`src/rtl/core/assert_macros.svh`:
```
// Assertion helpers for the core top module.
`ifndef ASSERT_MACROS_SVH
`define ASSERT_MACROS_SVH

// Clocked assertion, checked outside reset.
`define ASSERT_CLK(lbl, prop, msg) \
    lbl: assert property (@(posedge i_clk) disable iff (!i_rst_n) (prop)) else $error(msg);

// Clocked assertion, also checked during reset.
`define ASSERT_ALWAYS(lbl, prop, msg) \
    lbl: assert property (@(posedge i_clk) (prop)) else $error(msg);

`endif

```
`src/rtl/core/lcv_pkg.sv`:
```
package lcv_pkg;

    localparam int KEY_W   = 32;
    localparam int CAP_W   = 5;
    localparam int CAP_RST = 16;

    typedef enum logic [1:0] {
        S_IDLE,
        S_MATCH,
        S_UPDATE
    } t_state;

    // Broadcast control from the sequencer to every cell.
    typedef struct packed {
        logic cmp;
        logic upd;
        logic hit;
        logic put;
    } t_cell_ctl;

endpackage

```
`src/rtl/core/lcv_cell.sv`:
```
module lcv_cell #(
    parameter int IDX = 0,
    parameter int CW  = 5
) (
    input  logic                                 i_clk,
    input  logic                                 i_rst_n,
    input  lcv_pkg::t_cell_ctl                   i_ctl,
    input  logic [CW-1:0]                        i_count,
    input  logic signed [lcv_pkg::KEY_W-1:0]     i_req_key,
    input  logic signed [lcv_pkg::KEY_W-1:0]     i_prev_key,
    input  logic signed [lcv_pkg::KEY_W-1:0]     i_prev_value,
    input  logic                                 i_above,
    input  logic signed [lcv_pkg::KEY_W-1:0]     i_hv,
    output logic                                 o_above,
    output logic signed [lcv_pkg::KEY_W-1:0]     o_hv,
    output logic signed [lcv_pkg::KEY_W-1:0]     o_key,
    output logic signed [lcv_pkg::KEY_W-1:0]     o_value
);
    import lcv_pkg::*;

    logic signed [KEY_W-1:0] r_key;
    logic signed [KEY_W-1:0] r_value;
    logic                    r_match;
    logic                    w_valid;
    logic                    w_match;
    logic                    w_shift;

    // Slot is occupied when its index is below the fill count
    assign w_valid = (CW'(IDX) < i_count);
    assign w_match = w_valid && (r_key == i_req_key);

    // Pass the matched value and the match-seen flag down the chain
    assign o_hv    = i_hv | (w_match ? r_value : '0);
    assign o_above = i_above | r_match;

    // Shift on a hit at or above the matching slot, or on any insertion
    assign w_shift = i_ctl.upd && (i_ctl.hit ? !i_above : i_ctl.put);

    assign o_key   = r_key;
    assign o_value = r_value;

    // Capture the compare result
    always_ff @(posedge i_clk) begin
        if (!i_rst_n) begin
            r_match <= 1'b0;
        end else if (i_ctl.cmp) begin
            r_match <= w_match;
        end
    end

    // Take the neighbor's entry
    always_ff @(posedge i_clk) begin
        if (w_shift) begin
            r_key   <= i_prev_key;
            r_value <= i_prev_value;
        end
    end

endmodule

```
`src/rtl/core/lru_cache_key_value.sv`:
```
// Flow: a transferred request passes the compare and update states, then its result
// is registered into the output register; a stalled result holds the update. The
// sequencer that runs the cell chain takes no new request until the last one is done.
// Reset: synchronous active-low; the fill count clears so every slot is empty,
// capacity returns to 16, no result is pending. Entry payloads are not cleared.
`include "assert_macros.svh"

module lru_cache_key_value #(
    parameter int ENTRIES = 16
) (
    input  logic                              i_clk,
    input  logic                              i_rst_n,
    input  logic                              i_cfg_we,
    input  logic [lcv_pkg::CAP_W-1:0]         i_cfg_data,
    input  logic                              i_in_valid,
    output logic                              o_in_stall,
    input  logic                              i_req_type,
    input  logic signed [lcv_pkg::KEY_W-1:0]  i_lookup_key,
    input  logic signed [lcv_pkg::KEY_W-1:0]  i_write_value,
    output logic                              o_out_valid,
    input  logic                              i_out_stall,
    output logic                              o_hit,
    output logic signed [lcv_pkg::KEY_W-1:0]  o_read_value,
    output logic                              o_evicted,
    output logic signed [lcv_pkg::KEY_W-1:0]  o_evicted_key
);
    import lcv_pkg::*;

    localparam int CW = $clog2(ENTRIES + 1);
    localparam int IW = (ENTRIES > 1) ? $clog2(ENTRIES) : 1;
    localparam int XW = (CW > CAP_W) ? CW : CAP_W;

    t_state                  r_state, n_state;
    logic [CAP_W-1:0]        r_cap;
    logic [CW-1:0]           r_count;
    logic                    r_req_put;
    logic signed [KEY_W-1:0] r_req_key;
    logic signed [KEY_W-1:0] r_req_value;
    logic signed [KEY_W-1:0] r_hit_value;
    logic signed [KEY_W-1:0] r_ev_key;
    logic                    r_out_valid;
    logic                    r_out_hit;
    logic signed [KEY_W-1:0] r_out_read;
    logic                    r_out_evicted;
    logic signed [KEY_W-1:0] r_out_ev_key;

    logic                    w_accept;
    logic                    w_fire;
    logic                    w_hit;
    logic                    w_full;
    logic                    w_evict;
    logic [XW-1:0]           w_effcap;
    logic [IW-1:0]           w_last;
    logic signed [KEY_W-1:0] w_head_value;
    t_cell_ctl               w_ctl;

    logic signed [KEY_W-1:0] w_key   [ENTRIES];
    logic signed [KEY_W-1:0] w_value [ENTRIES];
    logic                    w_above [ENTRIES+1];
    logic signed [KEY_W-1:0] w_hv    [ENTRIES+1];

    // Sequencer state
    always_ff @(posedge i_clk) begin
        if (!i_rst_n) begin
            r_state <= S_IDLE;
        end else begin
            r_state <= n_state;
        end
    end

    // Next state and handshake
    always_comb begin
        n_state    = r_state;
        o_in_stall = 1'b1;
        w_fire     = 1'b0;
        case (r_state)
            S_IDLE: begin
                o_in_stall = 1'b0;
                if (i_in_valid) begin
                    n_state = S_MATCH;
                end
            end
            S_MATCH: begin
                n_state = S_UPDATE;
            end
            S_UPDATE: begin
                if (!r_out_valid || !i_out_stall) begin
                    w_fire  = 1'b1;
                    n_state = S_IDLE;
                end
            end
            default: begin
                n_state = S_IDLE;
            end
        endcase
    end

    assign w_accept = i_in_valid && !o_in_stall;

    // Capacity register
    always_ff @(posedge i_clk) begin
        if (!i_rst_n) begin
            r_cap <= CAP_W'(CAP_RST);
        end else if (i_cfg_we) begin
            r_cap <= i_cfg_data;
        end
    end

    // Hold the request
    always_ff @(posedge i_clk) begin
        if (w_accept) begin
            r_req_put   <= i_req_type;
            r_req_key   <= i_lookup_key;
            r_req_value <= i_write_value;
        end
    end

    // Clamp capacity into one..ENTRIES
    always_comb begin
        w_effcap = XW'(r_cap);
        if (r_cap == '0) begin
            w_effcap = XW'(1);
        end else if (XW'(r_cap) > XW'(ENTRIES)) begin
            w_effcap = XW'(ENTRIES);
        end
    end

    assign w_hit   = w_above[ENTRIES];
    assign w_full  = (XW'(r_count) >= w_effcap);
    assign w_evict = r_req_put && !w_hit && w_full && (r_count != '0);
    assign w_last  = IW'(r_count - 1'b1);

    // Cell control
    assign w_ctl.cmp = (r_state == S_MATCH);
    assign w_ctl.upd = w_fire;
    assign w_ctl.hit = w_hit;
    assign w_ctl.put = r_req_put;

    // Head of the chain: promoted or inserted entry
    assign w_head_value = r_req_put ? r_req_value : r_hit_value;
    assign w_above[0]   = 1'b0;
    assign w_hv[0]      = '0;

    genvar gi;
    generate
        for (gi = 0; gi < ENTRIES; gi++) begin : g_cell
            logic signed [KEY_W-1:0] w_pk;
            logic signed [KEY_W-1:0] w_pv;
            if (gi == 0) begin : g_head
                assign w_pk = r_req_key;
                assign w_pv = w_head_value;
            end else begin : g_link
                assign w_pk = w_key[gi-1];
                assign w_pv = w_value[gi-1];
            end
            lcv_cell #(
                .IDX (gi),
                .CW  (CW)
            ) u_cell (
                .i_clk        (i_clk),
                .i_rst_n      (i_rst_n),
                .i_ctl        (w_ctl),
                .i_count      (r_count),
                .i_req_key    (r_req_key),
                .i_prev_key   (w_pk),
                .i_prev_value (w_pv),
                .i_above      (w_above[gi]),
                .i_hv         (w_hv[gi]),
                .o_above      (w_above[gi+1]),
                .o_hv         (w_hv[gi+1]),
                .o_key        (w_key[gi]),
                .o_value      (w_value[gi])
            );
        end
    endgenerate

    // Latch matched value and least recent key during compare
    always_ff @(posedge i_clk) begin
        if (r_state == S_MATCH) begin
            r_hit_value <= w_hv[ENTRIES];
            r_ev_key    <= w_key[w_last];
        end
    end

    // Advance the fill count on an insertion without eviction
    always_ff @(posedge i_clk) begin
        if (!i_rst_n) begin
            r_count <= '0;
        end else if (w_fire && r_req_put && !w_hit && !w_evict) begin
            r_count <= r_count + 1'b1;
        end
    end

    // Output register
    always_ff @(posedge i_clk) begin
        if (!i_rst_n) begin
            r_out_valid <= 1'b0;
        end else if (w_fire) begin
            r_out_valid <= 1'b1;
        end else if (!i_out_stall) begin
            r_out_valid <= 1'b0;
        end
    end

    always_ff @(posedge i_clk) begin
        if (w_fire) begin
            r_out_hit     <= w_hit;
            r_out_evicted <= w_evict;
            r_out_ev_key  <= w_evict ? r_ev_key : '0;
            if (r_req_put) begin
                r_out_read <= '0;
            end else if (w_hit) begin
                r_out_read <= r_hit_value;
            end else begin
                r_out_read <= '1;
            end
        end
    end

    assign o_out_valid   = r_out_valid;
    assign o_hit         = r_out_hit;
    assign o_read_value  = r_out_read;
    assign o_evicted     = r_out_evicted;
    assign o_evicted_key = r_out_ev_key;

    `ASSERT_CLK(a_count_bound, (r_count <= CW'(ENTRIES)), "fill count above entry count")
    `ASSERT_CLK(a_accept_seq, (w_accept |=> (r_state == S_MATCH)), "transfer not followed by compare")
    `ASSERT_CLK(a_evict_miss, ((o_out_valid && o_evicted) |-> !o_hit), "eviction reported on a hit")
    `ASSERT_CLK(a_count_step,
        ((r_count == $past(r_count)) || (r_count == $past(r_count) + 1'b1)),
        "fill count moved by more than one")

endmodule

```
`config.mk`:
```
export PLATFORM = sky130hd
export DESIGN_NAME = lru_cache_key_value
export DESIGN_NICKNAME = d
export VERILOG_FILES = /design/src/rtl/core/lcv_pkg.sv /design/src/rtl/core/lcv_cell.sv /design/src/rtl/core/lru_cache_key_value.sv
export VERILOG_INCLUDE_DIRS = /design/src /design/src/rtl/core
export SDC_FILE = /design/constraint.sdc
export NUM_CORES = 2
export LEC_CHECK = 0
export BUFFER_PORTS_ARGS = -buffer_cell sky130_fd_sc_hd__clkbuf_2
export CAP_MARGIN = 25
export CELL_PAD_IN_SITES_DETAIL_PLACEMENT = 2
export CELL_PAD_IN_SITES_GLOBAL_PLACEMENT = 2
export CORE_MARGIN = 2
export CORE_UTILIZATION = 35
export CTS_CLUSTER_DIAMETER = 60
export DETAILED_ROUTE_END_ITERATION = 6
export GPL_TIMING_DRIVEN = 0
export PLACE_DENSITY = 0.7
export RECOVER_POWER = 100
export SETUP_SLACK_MARGIN = 0.1
export SLEW_MARGIN = 5
export SYNTH_ARGS = -nofsm -noshare
export SYNTH_HDL_FRONTEND = slang
export SYNTH_HIERARCHICAL = 1
export SYNTH_SLANG_ARGS = --single-unit
```
`constraint.sdc`:
```
create_clock -name i_clk -period 8.5 [get_ports i_clk]
set_input_delay 1.7 -clock i_clk [delete_from_list [all_inputs] [get_ports i_clk]]
set_output_delay 1.7 -clock i_clk [all_outputs]
set_load 0.02 [all_outputs]
```
# Yosys cells after proc, flatten, opt, wreduce, memory -nomap -nowiden

Index checks and enable logic that the tools add are counted.
Widths: inputs -> output; s select.

RAM bits: 0
Output and inout port bits: 68
Memory bits (read-only): 0
Input port bits: 75
Memories: 0
Bits in latches: 0
Register bits: 1,248
Logic and storage cells: 244

Shift-type cells: 0
Magnitude comparators: 19
Reduce and logical (&&, ||, !) cells: 63
Multipliers: 0
Bitwise operators: 31
$add $sub $neg: 2
Div/mod/pow operators: 0
Mux-type cells: 47
Eq/ne operators: 21

Operators by type and width:

| cell                | count |
|---|---|
| $mux 32             | 20 |
| $eq 32x32->1        | 16 |
| $or 32x32->32       | 15 |
| $bmux 32 s4         | 1 |
| $lt 4x5->1 const A  | 8 |
| $logic_and 1x1->1   | 39 |
| $mux 1              | 21 |
| $lt 3x5->1 const A  | 4 |
| $logic_not 1->1     | 19 |
| $or 1x1->1          | 15 |
| $lt 1x5->1 const A  | 2 |
| $lt 2x5->1 const A  | 2 |
| $mux 5              | 2 |
| $pmux 2 s3          | 1 |
| $add 5x1->5 const B | 1 |
| $ge 5x5->1          | 1 |
| $ge 5x5->1 const B  | 1 |
| $gt 5x5->1 const B  | 1 |
| $logic_not 5->1     | 1 |
| $not 4->5           | 1 |
| $reduce_bool 5->1   | 1 |
| $mux 2              | 2 |
| $ne 2x2->1 const B  | 2 |
| $sub 4x1->4 const B | 1 |
| 6 further kinds     | 6 |

# Logic depth before layout (Yosys ltp)

Depth in word-level cells: 21
Mapped depth: 22
Gate-level depth less buffers: 21

# Hierarchy

Netlist, hierarchy kept.

Modules (own cells, without submodules):

| module                           | seq. area each (um^2) | area an instance (um^2) | instances | cells each |
|---|---|---|---|---|
| lru_cache_key_value              | 6,115.9               | 11,283.3                | 1         | 656 |
| lcv_cell at g_cell[1].u_cell ... | 1,941.9               | 2,662.6                 | 2         | 150 |
| lcv_cell at g_cell[12].u_cell    | 1,941.9               | 2,656.3                 | 1         | 151 |
| lcv_cell at g_cell[6].u_cell     | 1,941.9               | 2,655.0                 | 1         | 150 |
| lcv_cell at g_cell[10].u_cell    | 1,941.9               | 2,651.3                 | 1         | 151 |
| lcv_cell at g_cell[2].u_cell     | 1,941.9               | 2,650.0                 | 1         | 150 |
| lcv_cell at g_cell[0].u_cell     | 1,941.9               | 2,645.0                 | 1         | 151 |
| lcv_cell at g_cell[4].u_cell     | 1,941.9               | 2,640.0                 | 1         | 151 |
| lcv_cell at g_cell[9].u_cell     | 1,941.9               | 2,638.8                 | 1         | 151 |
| lcv_cell at g_cell[5].u_cell     | 1,941.9               | 2,637.5                 | 1         | 151 |
| lcv_cell at g_cell[14].u_cell    | 1,941.9               | 2,633.8                 | 1         | 150 |
| lcv_cell at g_cell[13].u_cell    | 1,941.9               | 2,631.3                 | 1         | 150 |
| lcv_cell at g_cell[15].u_cell    | 1,941.9               | 2,630.0                 | 1         | 151 |
| lcv_cell at g_cell[11].u_cell    | 1,941.9               | 2,628.8                 | 1         | 151 |
| +2 rows                          | --                    | --                      | --        | -- |

# Worst setup path before layout

Ideal clock, no wire load.

Path kind: input to register
From: input port i_out_stall
To: register g_cell[0].u_cell.r_key[0] (enable)
Path slack: 0.962 ns
Data arrival time: 7.110 ns
Setup time: 0.429 ns
Required time: 8.071 ns
Stages: 2
Buffers on the path: 0
Cell sequence: a21oi_1 > and2_1

Word-level cells in the longest chain between the ends: 5

RTL lines:

| item                         | RTL line                  | text |
|---|---|---|
| start: declaration           | lru_cache_key_value.sv:21 | `input logic i_out_stall,` |
| $logic_not 1->1              | --                        |  |
| $logic_or 1x1->1             | lru_cache_key_value.sv:87 | `if (!r_out_valid \|\| !i_out_stall) begin` |
| $mux 1                       | lru_cache_key_value.sv:87 |  |
| $mux 1                       | lru_cache_key_value.sv:76 | `case (r_state)` |
| $logic_and 1x1->1            | lcv_cell.sv:37            | `assign w_shift = i_ctl.upd && (i_ctl.hit ? !i_above : i_ctl.put);` |
| via g_cell[0].u_cell.w_shift | lcv_cell.sv:26            | `logic w_shift;` |
| end signal: assignment       | lcv_cell.sv:54            | `r_key <= i_prev_key;` |
| end: declaration             | lcv_cell.sv:21            | `logic signed [KEY_W-1:0] r_key;` |

The timed path passes the listed nets, and every way through them passes these cells.
A chain may end at the register's enable or synchronous reset.

==> results.tsv <==
metric	value	unit
syn2layout_area_growth	16.8	%
pwr-share-comb	5.6	%
root_buffer	clkbuf_16	
async_reset_ff_share	0	%
clockBufferDepth	3	
yosys_warnings	6	
layout-drive-gt1-share	18.2	%
ctsHoldBuffers	0	
cp-end-kind	flop	
cts_buffers	141	
outcome	finished, violations left	
holdWs	447	ps
route.final.wire_length	175000	um
totalPowerFinal	13.8	mW
hold_class	flop to flop	
ir_worst_vdd	0.000209	V
r2r_cells	19	
worstPathCellList	or2_2 > or2_2 > or2_2 > or2_2 > or2_2 > or2_2 > or2_2 > or2_2 > or2_2 > or2_2 > or2_2 > or2_2 > or2_2 > or2_2 > or2_2 > or2_2 > mux2i_1 > and2_0 > clkbuf_4	
core	0.152	mm^2
path_clk_slew	60	ps
reg2reg_slack	580	ps
violations	capacitance limit, slew limit	
max_freq	126	MHz
path_common_cell	or2_2	
synth.cell_area	0.0536	mm^2
dpl.hpwl	129000	um
rsz0062_at_grt	false	
die_y	395	um
ys_seq_area_share	69.4	%
gp_congestion	0.860	
dr.first_iter.drc_count	3082	
drtPass1Iterations	5	
slowest_delay	1090	ps
grt_max_degree	65	
period_share	93.2	%
slew_violations	770	
tightest_slew	2960	ps
fin_skew	34.7	ps
drc	0	
hold_viol	0	
grt_pass1_vias	32700	
synth_flop_cell	edfxtp_1	
power.internal	10.6	mW
power.leakage	23.0	nW
cp_max_fo	33	
port_buffers	141	
ant_nets	0	
fill_cells	14500	
avgSynthCellArea	17.5	um^2
cts_tree	yes	
vias	30200	
num_io_pins	143	
dieArea	0.156	mm^2
slew_headroom	-103	%
netSwitchingFraction	23.2	%
nets	3524	
powerDensity	221	mW/mm^2
cts_resized	0	
worst_ep_required_time	8920	ps
p_seq_share	50.3	%
power.switching	3.21	mW
netlist_instances	3064	
clkPwrFrac	44.1	%
clock_latency	790	ps
die_x	395	um
grt_first_pass_wirelength	251000	um
synth_cell_types	55	
path_delay_family	simple AND/OR/NAND/NOR gates	
avgRoutedWirePerCell	31.3	um
crit_type	flop to flop	
grtUsageTotal	22.3	%
crit_arrival	8350	ps
crit_path_top_delay_cell	and2_0	
reg2reg_from	g_cell[0].u_cell/r_match	
cts_max_level	4	
clock-sinks	1248	
rows	143	
start_kind	flop	
post-cts-setup-buffers	0	
maxCapViolations	24	
hold_end	g_cell[15].u_cell/o_value[5]	
viasPerCell	5.40	
finalSetupViolations	0	
overflow	0	
synth-seq-cells	1248	
synth-edff-count	1219	
crit_buf_inv	1	
start_util	35.3	%
whs_path_depth	0	
worstReg2RegEnd	g_cell[0].u_cell/o_key[12]	
min_from	g_cell[14].u_cell/o_value[5]	
finalCriticalPeriod	7920	ps
antenna_found_initial	16	
## metal layers
metal | track usage [%] | share of wire [%] | vias up
li1 | - | - | 12700
met1 | 30.3 | 42 | 16200
met2 | 36.1 | 48 | 1066
met3 | 4.59 | 6.9 | 223
met4 | 6.87 | 3.1 | 2
met5 | 0 | 0.0074 | -
## cell usage in the layout (no fill, tap or decap), types with 14 or more instances in the layout
master     count
a21o_1       487
clkinv_1      24
buf_16        32
and2_1        17
clkbuf_1     150
nor4_1        86
or2_2         18
a31o_2        14
and3b_1       16
xnor2_1       72
clkbuf_2      67
buf_6         53
conb_1        34
nor4_2        19
o21ai_0       35
a21oi_1       39
clkbuf_16    145
mux2i_1       24
clkinv_2      32
nand4_1       33
a21o_2        26
and2_0        32
xor2_1       441
nand2_1       43
dfxtp_1       28
edfxtp_1    1219
inv_1         53
mux4_2       160
nand3_1       16
## sequential cells by signal, indices dropped and copies added, names as in the netlist, 32 cells and up
register,count
g_cell.u_cell/o_key,512
g_cell.u_cell/o_value,512
g_cell.w_pk,32
o_evicted_key,32
o_read_value,32
r_ev_key,32
r_hit_value,32
r_req_value,32
## stage by stage
| step | util, % | setup slack (ps) | setup TNS [ps] | area, um^2 | std cells |
|---|---|---|---|---|---|
| 3_5_place_dp | 38.3 | 687 | 0 | 58200 | 5317 |
| 2_1_floorplan | - | 962 | 0 | 53700 | 3097 |
| 5_1_grt | 41.2 | 225 | 0 | 62500 | 5588 |
| 4_1_cts | 41.3 | 610 | 0 | 62700 | 5576 |
| 6_report | 41.2 | 577 | 0 | 62500 | 5592 |
| 3_3_place_gp | 37.5 | -3570 | -3410180 | 56900 | 5268 |
## cell type report
| class | instances | area [um^2] | area share [%] |
|---|---|---|---|
| Antenna cell | 5 | 12.5 | 0.0200 |
| Buffer | 104 | 802 | 1.28 |
| Clock buffer | 178 | 3790 | 6.06 |
| Clock inverter | 81 | 753 | 1.20 |
| Inverter | 53 | 199 | 0.318 |
| Multi-Input combinational cell | 1692 | 15400 | 24.7 |
| Sequential cell | 1248 | 37200 | 59.5 |
| Tap cell | 2030 | 2540 | 4.06 |
| Timing Repair Buffer | 201 | 1820 | 2.91 |
## power by group through the flow
stage                     Sequential, mW  Combinational (mW)  Clock, mW
after floorplan                     7.08               0.374          0
after global placement              7.15               0.611          0
after detailed placement            7.10               0.742          0
after CTS                           6.97               0.756       6.22
after global routing                6.97               0.815       6.42
final                               6.96               0.775       6.10
## how the worst max path moves through the flow
stage / startpoint / endpoint / slack, ps / depth (start not counted)
floorplan: i_out_stall / g_cell[0].u_cell/o_key[0] / 960 / 2
global placement: i_out_stall / g_cell[15].u_cell/o_key[9] / -3570 / 3
detailed placement: g_cell[0].u_cell/r_match / o_evicted_key[11] / 690 / 22
CTS: g_cell[0].u_cell/r_match / o_evicted_key[11] / 610 / 22
global route: g_cell[0].u_cell/r_match / g_cell[0].u_cell/o_key[12] / 230 / 19
finish: g_cell[0].u_cell/r_match / g_cell[0].u_cell/o_key[12] / 580 / 19
## synthesized netlist by cell type, types with 3 or more instances
cell         n  share of area (%)
a31o_2      14               0.23
buf_6       58                1.2
buf_2       12               0.11
or2_2       18               0.21
nor3_1       8              0.075
edfxtp_1  1219                 68
a21o_2      28               0.46
a21o_1     485                6.8
and2_1      51               0.60
nand3_1     16               0.15
nor2b_1     10               0.12
a21oi_1     38               0.36
buf_1        3              0.021
xor2_1     441                7.2
nor4_4      11               0.44
nor3_4       3              0.091
and3b_1     16               0.26
o21ai_0     35               0.33
clkbuf_1    31               0.22
nor4_1      86                1.0
mux4_2     160                6.7
ha_1         8               0.19
xnor2_1     72                1.2
nand4_1     33               0.39
mux2i_1     24               0.45
nor2_1       5              0.035
nor4_2      19               0.44
nand2_1     43               0.30
inv_1       53               0.37
nand2b_1     4              0.047
dfxtp_1     29                1.1
## logic make-up after synthesis
| kind of cell | share of synthesized area (%) |
|---|---|
| DFF | 69.4 |
| AOI/OAI and AO/OA | 8.57 |
| xor gates and xnor gates | 8.42 |
| and+or+nand+nor | 4.27 |
| muxes | 7.18 |
| buffers and inverters | 1.94 |
| adders and majority gates | 0.187 |
| other | 0.00700 |
Note: power is estimated with default switching activity, not from simulation.
